`src/rtl/core/assert_macros.svh`:
```
// Assertion helpers shared by the RTL.
`ifndef ASSERT_MACROS_SVH
`define ASSERT_MACROS_SVH

// Same-cycle implication, disabled during reset.
`define SZ_ASSERT_IMP(lbl, clk_i, rstn_i, ante, cons) \
  lbl: assert property (@(posedge clk_i) disable iff (!rstn_i) (ante) |-> (cons)) \
    else $error("szpd assertion failed");

// Next-cycle implication, disabled during reset.
`define SZ_ASSERT_NXT(lbl, clk_i, rstn_i, ante, cons) \
  lbl: assert property (@(posedge clk_i) disable iff (!rstn_i) (ante) |=> (cons)) \
    else $error("szpd assertion failed");

`endif

```
`src/rtl/core/szpd_ram.sv`:
```
module szpd_ram #(
  parameter int WIDTH = 32,
  parameter int DEPTH = 16
) (
  input  logic                     clk,
  input  logic                     we,
  input  logic [$clog2(DEPTH)-1:0] waddr,
  input  logic [WIDTH-1:0]         wdata,
  input  logic [$clog2(DEPTH)-1:0] raddr,
  output logic [WIDTH-1:0]         rdata
);

  logic [WIDTH-1:0] mem [DEPTH];

  always_ff @(posedge clk) begin
    if (we) begin
      mem[waddr] <= wdata;
    end
    rdata <= mem[raddr];
  end

endmodule

```
`config.mk`:
```
export PLATFORM = sky130hd
export DESIGN_NAME = szpd_ram
export DESIGN_NICKNAME = d
export VERILOG_FILES = /design/src/rtl/core/assert_macros.svh /design/src/rtl/core/szpd_ram.sv
export SDC_FILE = /design/constraint.sdc
export NUM_CORES = 1
export LEC_CHECK = 0
export ABC_AREA = 1
export BUFFER_PORTS_ARGS = -buffer_cell sky130_fd_sc_hd__buf_4
export CAP_MARGIN = 10
export CORE_AREA = 2 2 242 244
export CTS_CLUSTER_DIAMETER = 100
export CTS_CLUSTER_SIZE = 8
export DETAILED_ROUTE_END_ITERATION = 8
export DIE_AREA = 0 0 244 246
export PLACE_DENSITY = 0.55
export SLEW_MARGIN = 25
export SYNTH_ARGS = -nofsm -noshare
export SYNTH_HDL_FRONTEND = slang
export SYNTH_SLANG_ARGS = --single-unit
```
`constraint.sdc`:
```
create_clock -name clk -period 2.56 [get_ports clk]
set_input_delay 0 -clock clk [delete_from_list [all_inputs] [get_ports clk]]
set_output_delay 0 -clock clk [all_outputs]
set_load 0.03 [all_outputs]
```
# After elaboration in Yosys (flattened, before gate mapping)
# Memory sizes are Yosys's and may differ from the RTL's. A register that Yosys moved wholly into a read port is not among the register bits.
# Index checks and enable logic that the tools add are counted.
# totals
reg_bits	0
latch_bits	0
ram_bits	512
mem_bits_ro	0
input_bits	42
output_inout_bits	32
wordCells	3
mem_count	1
# mem_list
name	depth	width	rd	rd_ports_with_merged_regs	wr	line_no	source
mem	16	32	1	1	1	szpd_ram.sv:13	logic [WIDTH-1:0] mem [DEPTH];
# classes
n_addsub	0
n_mul	0
n_div	0
order_cmp	0
n_eq_ne	0
shifts	0
n_mux	2
bitwise	0
reduce_logical	0
# op_table
cell	n
2-to-1 mux 1 bit	2

# Longest topological paths before layout
# depth
ltp_word	2
depth_mapped	10
ltp_nobuf	7

# Worst setup path after synthesis
# No wires, ideal clock.
# synth_timing
kind	input to register
from	input waddr[2]
to	memory mem[10][0] (enable)
setup_time_ps	421
arrival_ps	1572
required_time_ps	2139
slack_ps	567
cell_stages	2
path_buffers	0
cell_sequence	nand3b_1 nor2_1
# synth_rtl
element	line_no	source
start: declaration	szpd_ram.sv:7	input logic [$clog2(DEPTH)-1:0] waddr,
end: declaration	szpd_ram.sv:13	
# No word-level cell before the write port.

==> impl_metrics.yaml <==
place:
  dpl_worst_slack_ns: 0.851
  hpwl_um: 28700
  io_buffer_count: 73
  gp_congestion: 0.742
  placed_area_um2: 24100
critical_path:
  r2r-start: "mem[1][0]$_DFFE_PP_"
  r2r_cells: 6
  crit_path_end_kind: "flop"
  critPathKind: "in2reg"
  reg2reg_slack_ns: 1.49
  start_kind: "primary input"
  r2r-end: "rdata[0]$_DFF_P_"
  critical_path.max_fanout: 24
  critPathRequiredTime_ns: 3.03
  critPathArrivalTime_ns: 1.95
timing:
  skew_ns: 0.0210
  final_hold_viol_count: 0
  finalCriticalPeriod_ns: 1.47
  finalSetupViolations: 0
  max_freq_ghz: 0.678
  relSlewSlack: 0.354
  worstMarginPinSlew_ns: 0.967
  post-route-period-util: 0.576
  fin_tns_setup_ns: 0
  slew_violations: 0
  rsz0062_at_grt: "no"
  setup_slack_ns: 1.09
detailed_routing:
  dr.pass1.iters: 5
  drc_errors: 0
  drt-total-wl_um: 57000
  detail-route-antenna-nets: 0
  vias_per_cell: 4.84
  vias: 14802
  drt_iter0_markers: 1288
  avgRoutedWirePerCell_um: 18.6
floorplanning:
  die_area_um2: 60000
  rows: 88
  die_h_um: 246
  die_x_um: 244
  start_util: 0.396
  io_pins: 74
  core_area_um2: 57400
cells_and_area:
  fin_area_um2: 26700
  syn2layout_area_growth_pct: 17.4
  fillCellCount: 5207
  nets: 2277
  num_antenna_cells: 0
  layout-drive-gt1-share: 0.0911
min_path:
  hold_end: "rdata[28]$_DFF_P_"
  hold_depth: 6
  hold_path.class: "in2reg"
  worstHoldStart: "raddr[1]"
power_and_ir_drop:
  finalPower_mw: 20.8
  powerDensity_nw_per_um2: 781
  p_leak_nw: 11.3
  peakVddDrop_v: 0.000401
synthesis:
  synth-seq-cells: 544
  synth_nets: 2162
  netlist_area_um2: 22700
  synth_edf_count: 512
  synth_cell_types: 15
  synth_top_area_cell: "edfxtp_1"
  netlist_instances: 2120
  synthTopCellsByCount: "nand2_1, edfxtp_1, inv_1, nand3_1, buf_2"
  synthTopCellsByArea: "edfxtp_1, nand2_1, nand3_1"
  synth_most_common_cell: "nand2_1"
  synth-async-reset-ratio: 0
  ys_warn_count: 0
  seq_area_frac_synth: 0.705
  synth_top_area_share: 0.676
  syn_avg_cell_area_um2: 10.7
  ys.flop_type: "edfxtp_1"
cts:
  htreeDepth: 3
  cts_tree: "yes"
  clk_latency_ns: 0.59
  cts.sinks: 544
  clkTransAtPathRegs_ns: 0.05
  post-cts-setup-buffer-count: 0
  cts_root_buf: "clkbuf_16"
  cts_buffer_depth: 3
  cts_made_buffers: 77
  cts_resized: 0
global_route:
  grt_pass1_vias: 14576
  overflow: 0
  grt_pass1_wl_um: 87300
  grt_max_degree: 132
  grt_usage: 0.192
  antenna_found_initial: 0
status:
  outcome: "complete, no violations"
job:
  maxCapViolCount: 0
-- flip-flops by register name (all words and copies together), names as in the netlist --
name and flops:
mem 512, rdata 32
-- what timing repair did --
action	CTS	global route
endpoints found under the setup margin	0	0
hold endpoints to repair	523	0
hold buffers	33	0
-- critical path, stage by stage --
cell           delay [ns]
dlygate4sd3_1        0.53
buf_4                0.26
inv_2                0.10
buf_4                0.28
buf_4                0.36
nand3_1              0.14
nand3_1              0.18
nand2_1              0.07
-- report_power, final --
part | internal [mW] | switching, mW
Combinational | 0.414 | 0.954
Sequential | 9.97 | 0.0670
Clock | 5.84 | 3.60
Total | 16.2 | 4.62
-- cells by family after synthesis --
family | after synthesis | share of synthesized area
DFF | 544 | 0.705
and+or+nand+nor | 1081 | 0.200
buffers and inverters | 495 | 0.0954
-- placed cells by master (no fill, tap or decap) --
cell type,Yosys,routed
nand3_1,385,385
nor2_4,0,16
inv_1,388,386
clkbuf_8,0,1
inv_6,0,1
buf_4,6,92
inv_4,1,1
dlygate4sd3_1,0,33
nand2_1,677,677
clkbuf_1,14,57
edfxtp_1,512,512
nand3b_1,2,2
dfxtp_1,32,32
clkbuf_16,0,81
nor2_1,17,1
inv_2,1,2
buf_12,1,15
-- metrics by stage --
stage / std cells / hold WS [ns] / utilization
after floorplan: 2120 / 0.0989 / -
after global placement: 2888 / 0.312 / 0.420
after detailed placement: 2888 / 0.327 / 0.420
after CTS: 3059 / 0.0138 / 0.465
after global routing: 3059 / 0.0601 / 0.465
final: 3059 / 0.0362 / 0.465
-- per-layer routing --
layer,GRT usage,part of all wire,vias to the layer above
met5,0,0,-
met4,0.0631,0.021,0
met3,0.0295,0.055,82
met2,0.308,0.46,400
met1,0.269,0.46,7231
li1,-,-,7089
-- cell type report --
type / instances / area [µm²] / area share
Sequential cell: 544 / 16000 / 0.600
Multi-Input combinational cell: 1081 / 4670 / 0.175
Clock buffer: 138 / 2240 / 0.0840
Inverter: 390 / 1470 / 0.0551
Timing Repair Buffer: 141 / 1340 / 0.0500
Tap cell: 765 / 957 / 0.0359
-- worst max path at each step --
stage	cells past startpoint	endpoint	startpoint
floorplan	2	mem[10][0]$_DFFE_PP_	waddr[2]
CTS	8	rdata[0]$_DFF_P_	raddr[2]
detailed placement	8	rdata[26]$_DFF_P_	raddr[0]
finish	8	rdata[0]$_DFF_P_	raddr[2]
global placement	8	rdata[26]$_DFF_P_	raddr[0]
global route	8	rdata[0]$_DFF_P_	raddr[2]
Power figures use the tool's default switching activity.
